==> config.mk <==
export PLATFORM = sky130hd
export DESIGN_NAME = text_terminal_cursor_writer_core
export DESIGN_NICKNAME = d
export VERILOG_FILES = /design/src/hw/rtl/ttcw_pkg.sv /design/src/hw/rtl/text_terminal_cursor_writer_core.sv /design/src/hw/rtl/ttcw_step.sv /design/src/hw/rtl/ttcw_result_reg.sv
export VERILOG_INCLUDE_DIRS = /design/src /design/src/hw/rtl
export SDC_FILE = /design/constraint.sdc
export NUM_CORES = 1
export LEC_CHECK = 0
export BUFFER_PORTS_ARGS = -buffer_cell sky130_fd_sc_hd__buf_2
export CAP_MARGIN = 20
export CORE_MARGIN = 1
export CORE_UTILIZATION = 40
export CTS_BUF_LIST = sky130_fd_sc_hd__clkbuf_2 sky130_fd_sc_hd__clkbuf_4 sky130_fd_sc_hd__clkbuf_8
export DETAILED_ROUTE_END_ITERATION = 8
export RECOVER_POWER = 100
export SLEW_MARGIN = 20
export SYNTH_ARGS = -nofsm -noshare
export SYNTH_HDL_FRONTEND = slang
export SYNTH_SLANG_ARGS = --single-unit
==> constraint.sdc <==
create_clock -name clk -period 7 [get_ports clk]
set_input_delay 1.05 -clock clk [delete_from_list [all_inputs] [get_ports clk]]
set_output_delay 1.05 -clock clk [all_outputs]
set_load 0.01 [all_outputs]
==> src/hw/rtl/assert_macros.svh <==
// Assertion macros shared by the terminal writer RTL.
// No dependencies; included by files that carry concurrent assertions.
`ifndef ASSERT_MACROS_SVH
`define ASSERT_MACROS_SVH

// Condition must hold at every clock edge outside reset
`define TTCW_ASSERT_ALWAYS(lbl, clk, rst_n, cond, msg) \
	lbl: assert property (@(posedge clk) disable iff (!rst_n) (cond)) else $error(msg);

// Antecedent in one cycle implies consequent in the next cycle
`define TTCW_ASSERT_NEXT(lbl, clk, rst_n, ante, cons, msg) \
	lbl: assert property (@(posedge clk) disable iff (!rst_n) (ante) |=> (cons)) \
		else $error(msg);

`endif

==> src/hw/rtl/ttcw_pkg.sv <==
// Package for the text terminal cursor writer: screen geometry, field widths,
// control codes and the structs passed between modules. No dependencies.
`timescale 1ns / 1ps

package ttcw_pkg;

	// Screen geometry
	localparam int COLUMNS = 80;
	localparam int ROWS    = 25;

	// Field widths
	localparam int CODE_W = 8;
	localparam int ATTR_W = 8;
	localparam int COL_W  = 7;
	localparam int ROW_W  = 5;
	localparam int IDX_W  = 11;

	localparam logic [COL_W-1:0] COL_LAST = COL_W'(COLUMNS - 1);
	localparam logic [ROW_W-1:0] ROW_LAST = ROW_W'(ROWS - 1);
	localparam logic [ATTR_W-1:0] ATTR_RESET = ATTR_W'(7);

	// Character codes
	localparam logic [CODE_W-1:0] CODE_BEL   = 8'd7;
	localparam logic [CODE_W-1:0] CODE_BS    = 8'd8;
	localparam logic [CODE_W-1:0] CODE_TAB   = 8'd9;
	localparam logic [CODE_W-1:0] CODE_LF    = 8'd10;
	localparam logic [CODE_W-1:0] CODE_FF    = 8'd12;
	localparam logic [CODE_W-1:0] CODE_CR    = 8'd13;
	localparam logic [CODE_W-1:0] CODE_SPACE = 8'd32;

	typedef struct packed {
		logic [COL_W-1:0] col;
		logic [ROW_W-1:0] row;
	} cursor_t;

	typedef struct packed {
		logic              write_enable;
		logic [IDX_W-1:0]  cell_index;
		logic [CODE_W-1:0] cell_char;
		logic [ATTR_W-1:0] cell_attribute;
		logic              beep;
		cursor_t           cursor;
	} result_t;

endpackage

==> src/hw/rtl/text_terminal_cursor_writer_core.sv <==
// Top level of the text terminal cursor writer: input register, cursor state,
// attribute register and result stage. Depends on ttcw_pkg, ttcw_step,
// ttcw_result_reg and assert_macros.svh.
//
//  channel | signals                              | direction
//  cfg     | cfg_valid, cfg_ready, cfg_data       | in (attribute write)
//  in      | in_valid, in_ready, char_code        | in (one character)
//  out     | out_valid, out_ready, result fields  | out (one per character)
//
// One character per cycle unless stalled; registers: input, then result.
// The cursor register is updated in the same cycle the result register loads,
// so a following character sees the new cursor with no bubble.
// Reset puts the cursor at (0,0) and the attribute at 7.
// A stalled output holds the result and backs up into the input register.
`timescale 1ns / 1ps
`include "assert_macros.svh"

module text_terminal_cursor_writer_core
	import ttcw_pkg::*;
(
	input  logic              clk,
	input  logic              arst_n,
	input  logic              cfg_valid,
	output logic              cfg_ready,
	input  logic [ATTR_W-1:0] cfg_data,
	input  logic              in_valid,
	output logic              in_ready,
	input  logic [CODE_W-1:0] char_code,
	output logic              out_valid,
	input  logic              out_ready,
	output logic              write_enable,
	output logic [IDX_W-1:0]  cell_index,
	output logic [CODE_W-1:0] cell_char,
	output logic [ATTR_W-1:0] cell_attribute,
	output logic              beep,
	output logic [COL_W-1:0]  cursor_column,
	output logic [ROW_W-1:0]  cursor_row
);

	logic              valid_s1;
	logic [CODE_W-1:0] code_s1;
	logic [ATTR_W-1:0] attr_q;
	cursor_t           cursor_q;
	cursor_t           cursor_nxt;
	result_t           step_res;
	result_t           out_res;
	logic              room;
	logic              take;

	// Attribute register, always writable
	assign cfg_ready = 1'b1;

	always_ff @(posedge clk or negedge arst_n) begin
		if (!arst_n) begin
			attr_q <= ATTR_RESET;
		end else if (cfg_valid && cfg_ready) begin
			attr_q <= cfg_data;
		end
	end

	// Input register
	assign take     = valid_s1 && room;
	assign in_ready = !valid_s1 || room;

	always_ff @(posedge clk or negedge arst_n) begin
		if (!arst_n) begin
			valid_s1 <= 1'b0;
		end else if (in_ready) begin
			valid_s1 <= in_valid;
		end
	end

	always_ff @(posedge clk) begin
		if (in_valid && in_ready) begin
			code_s1 <= char_code;
		end
	end

	// Character decode and cursor move
	ttcw_step u_step (
		.code (code_s1),
		.cur  (cursor_q),
		.attr (attr_q),
		.nxt  (cursor_nxt),
		.res  (step_res)
	);

	// Cursor advances when its request moves into the result stage
	always_ff @(posedge clk or negedge arst_n) begin
		if (!arst_n) begin
			cursor_q <= '0;
		end else if (take) begin
			cursor_q <= cursor_nxt;
		end
	end

	ttcw_result_reg u_result (
		.clk       (clk),
		.arst_n    (arst_n),
		.push      (take),
		.push_data (step_res),
		.room      (room),
		.out_valid (out_valid),
		.out_ready (out_ready),
		.out_data  (out_res)
	);

	assign write_enable   = out_res.write_enable;
	assign cell_index     = out_res.cell_index;
	assign cell_char      = out_res.cell_char;
	assign cell_attribute = out_res.cell_attribute;
	assign beep           = out_res.beep;
	assign cursor_column  = out_res.cursor.col;
	assign cursor_row     = out_res.cursor.row;

	// Checks
	`TTCW_ASSERT_ALWAYS(a_cursor_range, clk, arst_n, (cursor_q.col <= COL_LAST) && (cursor_q.row <= ROW_LAST), "cursor outside screen")
	`TTCW_ASSERT_ALWAYS(a_index_range, clk, arst_n, !(out_valid && write_enable) || (cell_index < IDX_W'(COLUMNS * ROWS)), "cell index beyond screen")
	`TTCW_ASSERT_NEXT(a_cursor_hold, clk, arst_n, !take, $stable(cursor_q), "cursor moved without a request")
	`TTCW_ASSERT_NEXT(a_out_cursor, clk, arst_n, take, (out_res.cursor == cursor_q), "result cursor differs from state")
	`TTCW_ASSERT_ALWAYS(a_beep_no_write, clk, arst_n, !(out_valid && beep && write_enable), "bell request wrote a cell")

endmodule

==> src/hw/rtl/ttcw_step.sv <==
// Combinational cursor update and cell write decode for one character.
// Depends on ttcw_pkg.
`timescale 1ns / 1ps

module ttcw_step
	import ttcw_pkg::*;
(
	input  logic [CODE_W-1:0] code,
	input  cursor_t           cur,
	input  logic [ATTR_W-1:0] attr,
	output cursor_t           nxt,
	output result_t           res
);

	logic [ROW_W-1:0]   down_row;
	logic [4:0]         tab_grp;
	logic [7:0]         tab_col;
	logic               we;
	logic               bell;
	logic [CODE_W-1:0]  ch;
	cursor_t            wr;
	logic [IDX_W-1:0]   idx_full;

	// Row below with clamp at the bottom
	assign down_row = (cur.row >= ROW_LAST) ? ROW_LAST : cur.row + ROW_W'(1);

	// Next tab stop, one bit wider so it can be compared against the width
	assign tab_grp = {1'b0, cur.col[COL_W-1:3]} + 5'd1;
	assign tab_col = {tab_grp, 3'b000};

	// Cursor move and write decision
	always_comb begin
		nxt  = cur;
		we   = 1'b0;
		bell = 1'b0;
		ch   = CODE_SPACE;
		wr   = cur;
		if (code >= CODE_SPACE) begin
			we = 1'b1;
			ch = code;
			if (cur.col >= COL_LAST) begin
				nxt.col = '0;
				nxt.row = down_row;
			end else begin
				nxt.col = cur.col + COL_W'(1);
			end
		end else begin
			unique case (code)
				CODE_LF: begin
					nxt.row = down_row;
				end
				CODE_CR: begin
					nxt.col = '0;
				end
				CODE_TAB: begin
					if (tab_col >= 8'(COLUMNS)) begin
						nxt.col = '0;
						nxt.row = down_row;
					end else begin
						nxt.col = tab_col[COL_W-1:0];
					end
				end
				CODE_BS: begin
					// Step back; at column 0 wrap to the end of the row above
					if (cur.col != '0) begin
						nxt.col = cur.col - COL_W'(1);
						we      = 1'b1;
					end else if (cur.row != '0) begin
						nxt.row = cur.row - ROW_W'(1);
						nxt.col = COL_LAST;
						we      = 1'b1;
					end
					wr = nxt;
				end
				CODE_FF: begin
					nxt.row = ROW_LAST;
					nxt.col = '0;
				end
				CODE_BEL: begin
					bell = 1'b1;
				end
				default: begin
				end
			endcase
		end
	end

	// Linear cell address: row times width plus column (at most 1999)
	assign idx_full = IDX_W'(wr.row) * IDX_W'(COLUMNS) + IDX_W'(wr.col);

	// Unused fields read zero when nothing is written
	always_comb begin
		res.write_enable   = we;
		res.cell_index     = we ? idx_full : '0;
		res.cell_char      = we ? ch : '0;
		res.cell_attribute = we ? attr : '0;
		res.beep           = bell;
		res.cursor         = nxt;
	end

endmodule

==> src/hw/rtl/ttcw_result_reg.sv <==
// Output register stage with valid/ready toward the consumer.
// Depends on ttcw_pkg.
`timescale 1ns / 1ps

module ttcw_result_reg
	import ttcw_pkg::*;
(
	input  logic    clk,
	input  logic    arst_n,
	input  logic    push,
	input  result_t push_data,
	output logic    room,
	output logic    out_valid,
	input  logic    out_ready,
	output result_t out_data
);

	logic    valid_q;
	result_t data_q;

	// Stage can load when empty or being drained this cycle
	assign room = !valid_q || out_ready;

	always_ff @(posedge clk or negedge arst_n) begin
		if (!arst_n) begin
			valid_q <= 1'b0;
		end else if (room) begin
			valid_q <= push;
		end
	end

	always_ff @(posedge clk) begin
		if (room && push) begin
			data_q <= push_data;
		end
	end

	assign out_valid = valid_q;
	assign out_data  = data_q;

endmodule

**After elaboration in Yosys (flattened, before gate mapping)**

Cells that the tools add are included.
W data, S select, Z words.

- Register bits after elaboration: 71
- Output and inout bits: 44
- Logic and storage cells: 61
- Bits of input ports: 21

- Magnitude comparators: 4
- Reductions and logical operators: 11
- Muxes and demuxes: 19
- Multiply operators: 1
- Eq/ne operators: 6
- Add/sub/neg operators: 6

Operators by type and width:

| kind | count |
|---|---|
| $mux W12 | 4 |
| $eq A8 B4 Y1 const B | 5 |
| $mux W7 | 3 |
| $pmux W7 S3 | 1 |
| $mux W5 | 4 |
| $pmux W5 S4 | 1 |
| $add A11 B7 Y11 | 1 |
| $eq A8 B3 Y1 const B | 1 |
| $ge A8 B6 Y1 const B | 1 |
| $ge A8 B7 Y1 const B | 1 |
| $add A7 B1 Y7 const B | 1 |
| $ge A7 B7 Y1 const B | 1 |
| $mul A5 B3 Y7 const B | 1 |
| $reduce_bool A7 Y1 | 1 |
| $sub A7 B1 Y7 const B | 1 |
| $mux W6 | 1 |
| $add A4 B1 Y5 const B | 1 |
| $add A5 B1 Y5 const B | 1 |
| $ge A5 B5 Y1 const B | 1 |
| $mux W1 | 5 |
| $reduce_bool A5 Y1 | 1 |
| $sub A5 B1 Y5 const B | 1 |
| $logic_and A1 B1 Y1 | 3 |
| $logic_not A1 Y1 | 2 |
| other kinds (3) | 4 |

**Logic depth before layout (Yosys ltp)**

- Word-level depth: 7
- Mapped depth: 16
- Mapped depth without buffers: 15

**Cells and area by module**

From an unflattened synthesis, not the netlist that was laid out.

- Cell total of the unflattened synthesis: 409
- Area, all modules: 4334.2 um^2

Modules (own cells, without submodules):

| module | seq. area each (um^2) | area an instance (um^2) | instances | cells an instance |
|---|---|---|---|---|
| ttcw_step | 0.0 | 1963.1 | 1 | 306 |
| ttcw_result_reg | 1256.2 | 1285.0 | 1 | 45 |
| text_terminal_cursor_writer_core | 769.5 | 1086.0 | 1 | 58 |

**Worst setup path before layout**

No wires, ideal clock.

- Path type: register to register
- From: reg cursor_q[0] (netlist bit)
- To: reg u_result.data_q, in the netlist u_result.out_data[39] (data pin)
- Library setup time: 0.257 ns
- Cell stages (with the launch flop): 17
- Setup slack: 3.340 ns
- Data arrival time: 3.404 ns
- Cells stage by stage: dfrtp_1 > clkbuf_1 > inv_1 > ha_1 > or4b_1 > and3_1 > nand2_1 > nand2_1 > o21ai_1 > ha_1 > ha_1 > fa_1 > xor2_1 > o2111ai_1 > xor2_1 > xnor2_1 > nor2_1

- Longest elaborated chain between the ends: 7
- Elaborated cells between the ends (all ways): 13

Ends and longest elaborated chain:

| item | RTL line | text |
|---|---|---|
| start: declaration | text_terminal_cursor_writer_core.sv:43 | `cursor_t cursor_q;` |
| start signal: assignment | text_terminal_cursor_writer_core.sv:93 | `cursor_q <= cursor_nxt;` |
| $sub A5 B1 Y5 / $reduce_bool A5 Y1 (equally long branches) | ttcw_step.sv:69, ttcw_step.sv:68 |  |
| $mux W12 | ttcw_step.sv:68 | `end else if (cur.row != '0) begin` |
| $mux W5 | ttcw_step.sv:65 | `if (cur.col != '0) begin` |
| $mux W12 | ttcw_step.sv:48 | `unique case (code)` |
| $mux W12 | ttcw_step.sv:38 | `if (code >= CODE_SPACE) begin` |
| $mul A5 B3 Y7 | ttcw_step.sv:89 | `assign idx_full = IDX_W'(wr.row) * IDX_W'(COLUMNS) + IDX_W'(wr.col);` |
| $add A11 B7 Y11 | ttcw_step.sv:89 |  |
| end signal: assignment | ttcw_result_reg.sv:34 | `data_q <= push_data;` |
| end: declaration | ttcw_result_reg.sv:19 | `result_t data_q;` |

Several ways; a longest one is shown, not always the timed one.
A chain may end at the register's enable or synchronous reset.

**Final worst setup path**

- From: reg code_s1[5]
- To: reg u_result.data_q, in the netlist u_result.out_data[39] (data pin)

- Longest elaborated chain between the ends: 5
- Elaborated cells between the ends (all ways): 8

Ends and longest elaborated chain:

| item | RTL line | text |
|---|---|---|
| start: declaration | text_terminal_cursor_writer_core.sv:41 | `logic [CODE_W-1:0] code_s1;` |
| start signal: assignment | text_terminal_cursor_writer_core.sv:75 | `code_s1 <= char_code;` |
| parallel branches: the longest is 5 deep, another holds $add A11 B7 Y11 | n/a |  |

Parallel ways; which one is timed is not known.

==> metrics <==
Initial Utilization 41.5%; CP max stage delay 1.30 ns; grt met1 use 24.3%; Total Power 1.50 mW; Crit-path slowest cell nor3_1; max-cap check violation count 2; yosys warns 0; Worst Setup Start Kind flop; Post-route DRC 0; largest net degree at the start of global routing 28; sequential area share after synthesis 46.9%; area delta synth->final 11.1%; CTS H-Tree Depth 3; placed cells 603; final std cells w/o fill 619; fmax 195 MHz; DP Worst Slack 2.74 ns; Critical Path End Type flop; grt peak-use layer met2; worst r2r dst u_result.out_data[39]; portion of total power attributed to combinational logic 35.8%; ANT nets after route 0; Root Buffer clkbuf_8; Rows 37; data arrival time of the worst path 5.18 ns; antenna violations before repair 0; Reg power frac 42.7%; post-CTS setup buffers 0; # IOs 65; Critical Path, Cell by Cell or3_1 > nor3_1 > nand2_1 > o21ai_0 > ha_1 > ha_1 > fa_1 > xor2_1 > o2111ai_1 > xor2_1 > xnor2_1 > nor2_1; IO buf count 63; minimum clock period 5.12 ns; CTS tree yes; worst ir drop on vdd 148 µV; # setup viols final 0; Synth async-reset ratio 31.0%; P_int 947 µW; Final period util 73.1%; syn nets 470; routability cong. 0.882; status finished with violations; switch share 36.7%; failing checks capacitance limit, slew limit; Top FF cell, synth edfxtp_1; layout cell share with drive strength beyond 1 13.3%; clock sink total 71; Vias/cell 5.57; met2 usage 30.4%; Worst Setup EP u_result.out_data[39]; clock latency on the worst-skew pair 0.34 ns; Slew headroom -0.439%; critical path fanouts, max 22; CTS Buf Count 9; Worst Path Required 7.06 ns; Post-Syn Area 4320 µm²; WL final 10100 µm; hold depth 1; EDFF count, synth 49; via count 3448; Clock transition at path regs 0.07 ns; first-pass GRT wire length 16300 µm; clk_skew 0.00810 ns; crit path from code_s1[5]; min-delay worst type flop to flop; nets 521; commonest non-fill, non-tap cell in the layout nand2_1; power density over cell area 311 nW/µm²; worst-margin pin slew 1.50 ns; drt pass-1 iters 5; clk buf depth 2; Net Switching 549 µW; detailed placement HPWL 7250 µm; leakage 1.80 nW; die height 106 µm; post-CTS sizing 0; fin. max-slew vios 1; WL/cell 16.4 µm; CTS Hold Bufs 0; most frequent cells in the layout nand2_1 (54), edfxtp_1 (49), clkbuf_1 (46); reg2reg setup slack 1.88 ns; die area 11200 µm²; Tot GR Track Use 18.8%; Post-Syn Area per Cell 10.1 µm²; Final Hold Fails 0; Die Wd 106 µm; Iteration-0 DRC Markers 284; top cells by area, synth edfxtp_1 (34%), dfrtp_1 (11%), ha_1 (5.8%); Crit Path Class flop to flop; setup_tns 0 ns; final core occ 46.1%; core area 10400 µm²; Netlist cell types 70; Clk pwr share 21.5%; Synth top area share 34.0%; GRT Residual Overflow 0; R2R cell count 12; FF-to-FF Start code_s1[5]; ant diodes 0; final setup margin 1.88 ns; number of global-route vias before repair 3221; unrepaired setup endpoints after global routing false; met3 Resource Use GR 3.74%; synthesized flop and latch total 71; cells after synthesis 427; most area-hungry cell type in the Yosys netlist edfxtp_1
-- per-layer routing --
metal	routed length (µm)	share of wire, %
met4	191	1.9
met2	4890	48
met1	4410	44
met3	633	6.2
met5	0	0
-- layout make-up --
type	instances	area [µm²]
clock buffers	12	146
clock inverters	4	46.3
fillers	1045	5610
inverters	14	52.6
multi-input cells	317	2090
flip-flops and latches	71	2030
well taps	136	170
repair buffers	65	270
-- synth_stat cells (3+ instances only) --
cell type	number
a21boi_0	3
a21oi_1	20
a31oi_1	7
and2_1	7
and3_1	5
buf_2	9
clkbuf_1	14
dfrtp_1	19
dfstp_2	3
edfxtp_1	49
ha_1	20
inv_1	14
mux2_2	14
mux2i_1	4
nand2_1	54
nand2b_1	7
nand3_1	16
nand3_2	3
nand4_1	4
nor2_1	33
nor2b_1	11
nor3_1	11
o211ai_1	7
o21ai_0	23
o221ai_1	3
o31ai_1	4
xnor2_1	4
xor2_1	6
-- metrics by stage --
step                hold WS, ns  area (µm²)
floorplan                 0.457        4320
global placement          0.477        4710
detailed placement        0.482        4710
CTS                       0.505        4900
global route              0.521        4800
finish                    0.503        4800
-- power by group through the flow --
stage / Combinational [mW] / Sequential [mW] / Clock [mW]
2_1_floorplan: 0.416 / 0.629 / 0
3_3_place_gp: 0.544 / 0.645 / 0
3_5_place_dp: 0.551 / 0.648 / 0
4_1_cts: 0.558 / 0.639 / 0.334
5_1_grt: 0.601 / 0.652 / 0.350
6_report: 0.535 / 0.639 / 0.322
-- sequential cells by signal (all words and copies together), names as in the netlist --
register            count
valid_s1                1
cursor_q               12
attr_q                  8
u_result.out_valid      1
u_result.out_data      41
code_s1                 8
-- worst min path at each step --
stage | from | end | slack [ns]
CTS | attr_q[6] | attr_q[6] | 0.51
detailed placement | valid_s1 | u_result.out_valid | 0.48
finish | attr_q[4] | attr_q[4] | 0.50
global placement | code_s1[7] | u_result.out_data[28] | 0.48
global route | code_s1[7] | u_result.out_data[28] | 0.52
floorplan | valid_s1 | u_result.out_valid | 0.46
-- kinds of logic (layout without fill, tap and decap cells) --
logic type	after synthesis	in the layout	share of synthesized area, %
AND/OR/NAND/NOR	171	171	21.0
AO/OA/AOI/OAI	94	94	14.4
flip-flops	71	71	46.9
buffers and inverters	39	95	3.91
adder cells (fa/ha/maj)	22	22	6.71
multiplexers	19	19	4.92
XOR/XNOR	10	10	2.03
other	1	1	0.0867
-- worst max-delay path, delay by kind of cell (launching register included) --
kind / cells / cell delay [ns]
flip-flops: 1 / 0.41
XOR/XNOR: 3 / 0.59
adder cells (fa/ha/maj): 3 / 0.92
AO/OA/AOI/OAI: 2 / 0.60
AND/OR/NAND/NOR: 4 / 2.34
Power figures use the tool's default switching activity.
